`config.mk`:
```
export PLATFORM = sky130hd
export DESIGN_NAME = sha224_block_hash_top
export DESIGN_NICKNAME = d
export VERILOG_FILES = /design/src/shabh_pkg.sv /design/src/shabh_front.sv /design/src/shabh_queue.sv /design/src/shabh_back.sv /design/src/sha224_block_hash_top.sv
export SDC_FILE = /design/constraint.sdc
export NUM_CORES = 2
export LEC_CHECK = 0
export BUFFER_PORTS_ARGS = -buffer_cell sky130_fd_sc_hd__buf_4
export CAP_MARGIN = 0
export CORE_MARGIN = 2
export CORE_UTILIZATION = 40
export DETAILED_ROUTE_END_ITERATION = 16
export PLACE_DENSITY_LB_ADDON = 0.15
export SLEW_MARGIN = 25
export SYNTH_ARGS = -nofsm -noshare
export SYNTH_HDL_FRONTEND = slang
export SYNTH_SLANG_ARGS = --single-unit
```
`constraint.sdc`:
```
create_clock -name clock -period 36.3 [get_ports clock]
set_clock_uncertainty 0.1 [all_clocks]
set_input_delay 7.26 -clock clock [delete_from_list [all_inputs] [get_ports clock]]
set_output_delay 7.26 -clock clock [all_outputs]
set_load 0.01 [all_outputs]
```
`src/shabh_pkg.sv`:
```
`timescale 1ns / 1ps

package shabh_pkg;

   localparam int NumChain   = 8;
   localparam int NumSched   = 16;
   localparam int NumRounds  = 64;
   localparam int NumDigest  = 7;
   localparam int QueueDepth = 2;

   localparam logic [31:0] ShaIv [NumChain] = '{
      32'hc1059ed8, 32'h367cd507, 32'h3070dd17, 32'hf70e5939,
      32'hffc00b31, 32'h68581511, 32'h64f98fa7, 32'hbefa4fa4
   };

   localparam logic [31:0] RoundK [NumRounds] = '{
      32'h428a2f98, 32'h71374491, 32'hb5c0fbcf, 32'he9b5dba5,
      32'h3956c25b, 32'h59f111f1, 32'h923f82a4, 32'hab1c5ed5,
      32'hd807aa98, 32'h12835b01, 32'h243185be, 32'h550c7dc3,
      32'h72be5d74, 32'h80deb1fe, 32'h9bdc06a7, 32'hc19bf174,
      32'he49b69c1, 32'hefbe4786, 32'h0fc19dc6, 32'h240ca1cc,
      32'h2de92c6f, 32'h4a7484aa, 32'h5cb0a9dc, 32'h76f988da,
      32'h983e5152, 32'ha831c66d, 32'hb00327c8, 32'hbf597fc7,
      32'hc6e00bf3, 32'hd5a79147, 32'h06ca6351, 32'h14292967,
      32'h27b70a85, 32'h2e1b2138, 32'h4d2c6dfc, 32'h53380d13,
      32'h650a7354, 32'h766a0abb, 32'h81c2c92e, 32'h92722c85,
      32'ha2bfe8a1, 32'ha81a664b, 32'hc24b8b70, 32'hc76c51a3,
      32'hd192e819, 32'hd6990624, 32'hf40e3585, 32'h106aa070,
      32'h19a4c116, 32'h1e376c08, 32'h2748774c, 32'h34b0bcb5,
      32'h391c0cb3, 32'h4ed8aa4a, 32'h5b9cca4f, 32'h682e6ff3,
      32'h748f82ee, 32'h78a5636f, 32'h84c87814, 32'h8cc70208,
      32'h90befffa, 32'ha4506ceb, 32'hbef9a3f7, 32'hc67178f2
   };

   typedef struct packed {
      logic [31:0] message_word;
      logic        final_word;
   } req_type;

   typedef struct packed {
      logic [31:0] digest_word;
      logic        digest_last;
   } rsp_type;

   typedef struct packed {
      logic [NumSched-1:0][31:0] words;
      logic                      final_block;
   } blk_type;

   typedef struct packed {
      logic full;
      logic empty;
   } q_status_type;

   function automatic logic [31:0] big_sigma0(input logic [31:0] x);
      return {x[1:0], x[31:2]} ^ {x[12:0], x[31:13]} ^ {x[21:0], x[31:22]};
   endfunction

   function automatic logic [31:0] big_sigma1(input logic [31:0] x);
      return {x[5:0], x[31:6]} ^ {x[10:0], x[31:11]} ^ {x[24:0], x[31:25]};
   endfunction

   function automatic logic [31:0] small_sigma0(input logic [31:0] x);
      return {x[6:0], x[31:7]} ^ {x[17:0], x[31:18]} ^ {3'b000, x[31:3]};
   endfunction

   function automatic logic [31:0] small_sigma1(input logic [31:0] x);
      return {x[16:0], x[31:17]} ^ {x[18:0], x[31:19]} ^ {10'b0, x[31:10]};
   endfunction

endpackage

```
`src/shabh_front.sv`:
```
`timescale 1ns / 1ps

module shabh_front (
   input  logic                   clock,
   input  logic                   reset,
   input  logic                   start,
   input  shabh_pkg::req_type     req_data,
   input  shabh_pkg::q_status_type status,
   output logic                   push,
   output shabh_pkg::blk_type     push_blk
);
   import shabh_pkg::*;

   logic [3:0]  count_ff, count_in;
   logic [31:0] buf_ff [NumSched];
   logic        accept;

   assign accept = start & ~status.full;
   assign push   = accept & (req_data.final_word | (count_ff == 4'(NumSched - 1)));

   // stale words past the current position read as zero on a short final block
   always_comb begin
      for (int i = 0; i < NumSched; i++) begin
         if (4'(i) < count_ff) begin
            push_blk.words[i] = buf_ff[i];
         end else if (4'(i) == count_ff) begin
            push_blk.words[i] = req_data.message_word;
         end else begin
            push_blk.words[i] = '0;
         end
      end
      push_blk.final_block = req_data.final_word;
   end

   always_comb begin
      count_in = count_ff;
      if (push) begin
         count_in = '0;
      end else if (accept) begin
         count_in = count_ff + 4'd1;
      end
   end

   always_ff @(posedge clock) begin
      if (reset) begin
         count_ff <= '0;
      end else begin
         count_ff <= count_in;
      end
   end

   always_ff @(posedge clock) begin
      if (accept) begin
         buf_ff[count_ff] <= req_data.message_word;
      end
   end

endmodule

```
`src/shabh_queue.sv`:
```
`timescale 1ns / 1ps

module shabh_queue #(
   parameter int DEPTH = shabh_pkg::QueueDepth
) (
   input  logic                    clock,
   input  logic                    reset,
   input  logic                    push,
   input  shabh_pkg::blk_type      push_blk,
   input  logic                    pop,
   output shabh_pkg::blk_type      head_blk,
   output shabh_pkg::q_status_type status
);
   import shabh_pkg::*;

   localparam int PtrW = (DEPTH > 1) ? $clog2(DEPTH) : 1;
   localparam int CntW = $clog2(DEPTH + 1);

   blk_type         entry_ff [DEPTH];
   logic [PtrW-1:0] wr_ptr_ff, wr_ptr_in;
   logic [PtrW-1:0] rd_ptr_ff, rd_ptr_in;
   logic [CntW-1:0] count_ff, count_in;

   assign status.full  = (count_ff == CntW'(DEPTH));
   assign status.empty = (count_ff == '0);
   assign head_blk     = entry_ff[rd_ptr_ff];

   always_comb begin
      wr_ptr_in = wr_ptr_ff;
      rd_ptr_in = rd_ptr_ff;
      if (push) begin
         wr_ptr_in = (wr_ptr_ff == PtrW'(DEPTH - 1)) ? '0 : wr_ptr_ff + PtrW'(1);
      end
      if (pop) begin
         rd_ptr_in = (rd_ptr_ff == PtrW'(DEPTH - 1)) ? '0 : rd_ptr_ff + PtrW'(1);
      end
      unique case ({push, pop})
         2'b10:   count_in = count_ff + CntW'(1);
         2'b01:   count_in = count_ff - CntW'(1);
         default: count_in = count_ff;
      endcase
   end

   always_ff @(posedge clock) begin
      if (reset) begin
         wr_ptr_ff <= '0;
         rd_ptr_ff <= '0;
         count_ff  <= '0;
      end else begin
         wr_ptr_ff <= wr_ptr_in;
         rd_ptr_ff <= rd_ptr_in;
         count_ff  <= count_in;
      end
   end

   always_ff @(posedge clock) begin
      if (push) begin
         entry_ff[wr_ptr_ff] <= push_blk;
      end
   end

   a_no_overflow: assert property (@(posedge clock) disable iff (reset) push |-> !status.full)
      else $error("block pushed into full queue");
   a_no_underflow: assert property (@(posedge clock) disable iff (reset) pop |-> !status.empty)
      else $error("block popped from empty queue");
   a_count_tracks: assert property (@(posedge clock) disable iff (reset)
      (push && !pop) |=> (count_ff == $past(count_ff) + CntW'(1)))
      else $error("queue fill count lost a push");

endmodule

```
`src/shabh_back.sv`:
```
`timescale 1ns / 1ps

module shabh_back (
   input  logic                    clock,
   input  logic                    reset,
   input  shabh_pkg::q_status_type status,
   input  shabh_pkg::blk_type      head_blk,
   output logic                    pop,
   output logic                    rsp_valid,
   output shabh_pkg::rsp_type      rsp_data
);
   import shabh_pkg::*;

   typedef enum logic [3:0] {
      ST_IDLE  = 4'b0001,
      ST_ROUND = 4'b0010,
      ST_FOLD  = 4'b0100,
      ST_EMIT  = 4'b1000
   } back_state_type;

   back_state_type state_ff, state_in;
   logic [5:0]  round_ff, round_in;
   logic [2:0]  idx_ff, idx_in;
   logic        fin_ff, fin_in;
   logic [31:0] chain_ff [NumChain];
   logic [31:0] chain_in [NumChain];
   logic [31:0] work_ff [NumChain];
   logic [31:0] work_in [NumChain];
   logic [31:0] w_ff [NumSched];
   logic [31:0] w_in [NumSched];

   logic [31:0] t1, t2, ch, mj, w_next;

   // w_ff[0] is the schedule word of the current round
   always_comb begin
      ch     = (work_ff[4] & work_ff[5]) ^ (~work_ff[4] & work_ff[6]);
      mj     = (work_ff[0] & work_ff[1]) ^ (work_ff[0] & work_ff[2]) ^ (work_ff[1] & work_ff[2]);
      t1     = work_ff[7] + big_sigma1(work_ff[4]) + ch + RoundK[round_ff] + w_ff[0];
      t2     = big_sigma0(work_ff[0]) + mj;
      w_next = small_sigma1(w_ff[14]) + w_ff[9] + small_sigma0(w_ff[1]) + w_ff[0];
   end

   assign pop                  = (state_ff == ST_IDLE) & ~status.empty;
   assign rsp_valid            = (state_ff == ST_EMIT);
   assign rsp_data.digest_word = chain_ff[idx_ff];
   assign rsp_data.digest_last = (idx_ff == 3'(NumDigest - 1));

   always_comb begin
      state_in = state_ff;
      round_in = round_ff;
      idx_in   = idx_ff;
      fin_in   = fin_ff;
      chain_in = chain_ff;
      work_in  = work_ff;
      w_in     = w_ff;
      unique case (state_ff)
         ST_IDLE: begin
            if (pop) begin
               for (int i = 0; i < NumSched; i++) begin
                  w_in[i] = head_blk.words[i];
               end
               work_in  = chain_ff;
               fin_in   = head_blk.final_block;
               round_in = '0;
               state_in = ST_ROUND;
            end
         end
         ST_ROUND: begin
            for (int i = 0; i < NumSched - 1; i++) begin
               w_in[i] = w_ff[i + 1];
            end
            w_in[NumSched - 1] = w_next;
            work_in[7] = work_ff[6];
            work_in[6] = work_ff[5];
            work_in[5] = work_ff[4];
            work_in[4] = work_ff[3] + t1;
            work_in[3] = work_ff[2];
            work_in[2] = work_ff[1];
            work_in[1] = work_ff[0];
            work_in[0] = t1 + t2;
            round_in   = round_ff + 6'd1;
            if (round_ff == 6'(NumRounds - 1)) begin
               state_in = ST_FOLD;
            end
         end
         ST_FOLD: begin
            for (int i = 0; i < NumChain; i++) begin
               chain_in[i] = chain_ff[i] + work_ff[i];
            end
            idx_in   = '0;
            state_in = fin_ff ? ST_EMIT : ST_IDLE;
         end
         ST_EMIT: begin
            idx_in = idx_ff + 3'd1;
            if (idx_ff == 3'(NumDigest - 1)) begin
               chain_in = ShaIv;
               state_in = ST_IDLE;
            end
         end
         default: begin
            state_in = ST_IDLE;
         end
      endcase
   end

   always_ff @(posedge clock) begin
      if (reset) begin
         state_ff <= ST_IDLE;
         round_ff <= '0;
         idx_ff   <= '0;
         fin_ff   <= 1'b0;
         chain_ff <= ShaIv;
      end else begin
         state_ff <= state_in;
         round_ff <= round_in;
         idx_ff   <= idx_in;
         fin_ff   <= fin_in;
         chain_ff <= chain_in;
      end
   end

   always_ff @(posedge clock) begin
      work_ff <= work_in;
      w_ff    <= w_in;
   end

   a_fold_after_rounds: assert property (@(posedge clock) disable iff (reset)
      (state_ff == ST_FOLD) |-> ($past(state_ff) == ST_ROUND && $past(round_ff) == 6'd63))
      else $error("chain fold without a full set of rounds");
   a_pop_starts_rounds: assert property (@(posedge clock) disable iff (reset)
      pop |=> (state_ff == ST_ROUND && round_ff == '0))
      else $error("popped block did not start compression");
   a_gap_after_last: assert property (@(posedge clock) disable iff (reset)
      (rsp_valid && rsp_data.digest_last) |=> !rsp_valid)
      else $error("strobe continued past last digest word");

endmodule

```
`src/sha224_block_hash_top.sv`:
```
`timescale 1ns / 1ps

// SHA-224 over an already padded message, fed one big-endian word per transaction
// (start high while busy is low), sixteen words per block; final_word marks the
// last word, and a short last block is zero-filled. Words go into a block buffer
// and whole blocks wait in a small block queue, so busy rises only when that queue
// is full. A single round unit runs one SHA-256 round per cycle: it loads a block
// from the queue, runs the 64 rounds and then folds the working words into the
// chaining words, and takes the next block only once that fold is done. After the
// last block the seven digest words H0..H6 are strobed on rsp_valid in consecutive
// cycles, digest_last on H6, and no new block is loaded during them; the receiver
// must take each one in its cycle, there is no back-pressure.
module sha224_block_hash_top #(
   parameter int QUEUE_DEPTH = shabh_pkg::QueueDepth
) (
   input  logic               clock,
   input  logic               reset,
   input  logic               start,
   output logic               busy,
   input  shabh_pkg::req_type req_data,
   output logic               rsp_valid,
   output shabh_pkg::rsp_type rsp_data
);
   import shabh_pkg::*;

   q_status_type q_status;
   blk_type      push_blk, head_blk;
   logic         push, pop;

   assign busy = q_status.full;

   shabh_front u_front (
      .clock    (clock),
      .reset    (reset),
      .start    (start),
      .req_data (req_data),
      .status   (q_status),
      .push     (push),
      .push_blk (push_blk)
   );

   shabh_queue #(
      .DEPTH (QUEUE_DEPTH)
   ) u_queue (
      .clock    (clock),
      .reset    (reset),
      .push     (push),
      .push_blk (push_blk),
      .pop      (pop),
      .head_blk (head_blk),
      .status   (q_status)
   );

   shabh_back u_back (
      .clock     (clock),
      .reset     (reset),
      .status    (q_status),
      .head_blk  (head_blk),
      .pop       (pop),
      .rsp_valid (rsp_valid),
      .rsp_data  (rsp_data)
   );

endmodule
```
==> impl_metrics.toml <==
[synth]
synth_cells = 10500
syn_area_per_cell_um2 = 12.0
yosys_most_used_dff = "edfxtp_1"
yosys_register_bits = 2553
synth-edff-count = 2274
synth_most_common_cell = "edfxtp_1"
yosysWarnings = 0
syn-num-nets = 11100
yosys.area.top_type = "edfxtp_1"
syn-cell-area_um2 = 126000
synth_cell_type_count = 94
synth.area.top_cells = "edfxtp_1, nand2_1, dfxtp_1"
netlist.area_leader.share_pct = 54.2
yosysSeqAreaShare_pct = 58.7
async_flop_share_pct = 0
synth_common_cells = "edfxtp_1, nand2_1, o21ai_0, clkbuf_1, mux2i_1"

[global_route]
grt_first_pass_wirelength_um = 572000
antenna_found_initial = 16
grt_util_all_layers_pct = 24.1
overflow = 0
first_global_vias = 83600
grt_max_degree = 205

[worst_setup_path]
critical_path.startpoint_type = "register"
r2r_start = "u_back.round_ff[0]"
critPathMaxStageDelay_ns = 0.70
crit_type = "reg -> reg"
crit_required_ns = 36.81
worst_r2r_path_depth = 40
worstPathArrival_ns = 11.80
crit_slowest_cell = "ha_1"
critical_path_buf_inv_count = 5
crit_fanout = 32
r2r_setup_slack_ns = 25.01
end_kind = "register"
critPathMostFrequentCell = "fa_1"
crit_family = "compound AO/OA/AOI/OAI gates"
crit-reg2reg-capture = "u_back.work_ff[255]"

[sta]
max_slew_margin_pct = 23.3
rsz0062_at_grt = "no"
setup_tns_ns = 0
whs_ns = 0.364
hold_viol = 0
max_freq_mhz = 88.6
setup_viol_count_final = 0
post-route-min-period_ns = 11.29
period_share_pct = 31.1
worst_pin_slew_ns = 1.12
slew_violations = 0

[clock_network]
clkSlewWorstSetupHoldPaths_ns = 0.06
clockBufferDepth = 4
h-tree-depth = 5
cts_buffers = 293
cts_resized = 0
ctsHoldBuffers = 0
cts_tree = "yes"
clock_latency_ns = 0.90
postCtsSetupBuffers = 0
cts_root_buf = "clkbuf_16"
cts.sinks = 2553

[die]
die_w_um = 565
core_um2 = 312000
die_h_um = 565
num_rows = 205
die-area_um2 = 319000
ioPinCount = 71
start_util_pct = 40.3

[detailed_routing]
viasPerCell = 5.64
firstDrtPassIters = 5
vias = 83400
wl_um = 392000
first_iter_violations = 6967
drc_errors = 0
ant_nets = 0
wire_per_inst_um = 26.5

[cells_and_area]
instances_no_fill = 14800
areaGrowthSynthToFinish_pct = 11.4
drive_above_1_share_pct = 8.32
fin_nets = 11000
stdcell_area_um2 = 140000

[placement]
place_congestion = 0.928
dpl.cell_count = 14200
dp_hpwl_um = 256000
io_buffers = 70
place_area_um2 = 131000

[flow_run]
drv_cap = 0

[status]
outcome = "finished clean"

[min_path]
hold_class = "reg -> reg"
hold-path-cell-count = 1
min_from = "u_back.chain_ff[223]"
hold-path-endpoint = "u_back.chain_ff[223]"
cells by family (layout without fill, tap and decap cells):
| group | after synthesis | after routing | synth area share [%] |
|---|---|---|---|
| and+or+nand+nor | 2827 | 2827 | 9.34 |
| DFF | 2553 | 2553 | 58.7 |
| AOI/OAI and AO/OA | 2345 | 2345 | 11.7 |
| buffers and inverters | 872 | 1013 | 2.60 |
| muxes | 717 | 717 | 6.51 |
| adders and majority gates | 622 | 622 | 7.29 |
| xor gates and xnor gates | 557 | 557 | 3.89 |
| other | 0 | 6 | 0 |
worst max path at each step:
stage | start | end | slack (ns) | depth (start not counted)
2_1_floorplan | start | u_queue.entry_ff[0][0] | 5.85 | 4
3_3_place_gp | start | u_queue.entry_ff[1][430] | 25.13 | 6
3_5_place_dp | start | u_queue.entry_ff[1][430] | 25.09 | 6
4_1_cts | u_back.idx_ff[0] | rsp_data[1] | 25.05 | 4
5_1_grt | u_back.round_ff[0] | u_back.work_ff[255] | 24.51 | 40
6_report | u_back.round_ff[0] | u_back.work_ff[255] | 25.01 | 40
stage by stage:
stage,worst slack (ns),utilization [%]
floorplan,5.85,-
global placement,25.13,41.9
detailed placement,25.09,41.9
CTS,25.05,44.9
global route,24.51,44.9
finish,25.01,44.9
sequential cells by signal, indices dropped and copies added (netlist names), named ones only:
signal             flops
u_queue.count_ff       2
u_front.count_ff       4
u_queue.entry_ff    1026
u_queue.rd_ptr_ff      1
u_front.buf_ff       480
u_back.fin_ff          1
u_back.work_ff       256
u_back.round_ff        6
u_back.idx_ff          3
u_back.chain_ff      256
u_back.w_ff          512
u_back.state_ff        4
u_queue.wr_ptr_ff      1
worst register-to-register path, delay by kind of cell, from the launching register on:
kind | cells | cell delay, ns
compound gates | 18 | 4.07
xor+xnor | 3 | 0.81
fa+ha+maj | 8 | 3.43
simple gates | 6 | 1.41
buf+inv | 5 | 0.90
flops | 1 | 0.30
final cells by class:
class | instances | area (um^2)
antenna | 6 | 15.0
clock buffer | 376 | 7890
clock inverter | 158 | 1530
fill | 28400 | 172000
inverter | 255 | 960
multi-input combinational | 7068 | 49000
sequential | 2553 | 73900
tap | 4140 | 5180
timing repair buffer | 224 | 1810
layout by cell type, fill, tap and decap left out, drive strengths merged, types with 224 or more instances in the layout:
master and instances:
a21oi 360, a22o 231, buf 224, clkbuf 376, dfxtp 279, edfxtp 2274, ha 401, inv 264
mux2i 552, nand2 1850, nor2 431, o21ai 958, xnor2 401
routing by layer:
| metal | vias up | part of all wire (%) | GRT usage, % |
|---|---|---|---|
| li1 | 38200 | - | - |
| met1 | 42100 | 42 | 31.3 |
| met2 | 2473 | 49 | 41.2 |
| met3 | 654 | 4.8 | 2.64 |
| met4 | 8 | 4.4 | 10.0 |
| met5 | - | 0.016 | 0 |
Power is not shown: default switching activity piles up to over one toggle a cycle in this logic, so the estimate is an artifact.
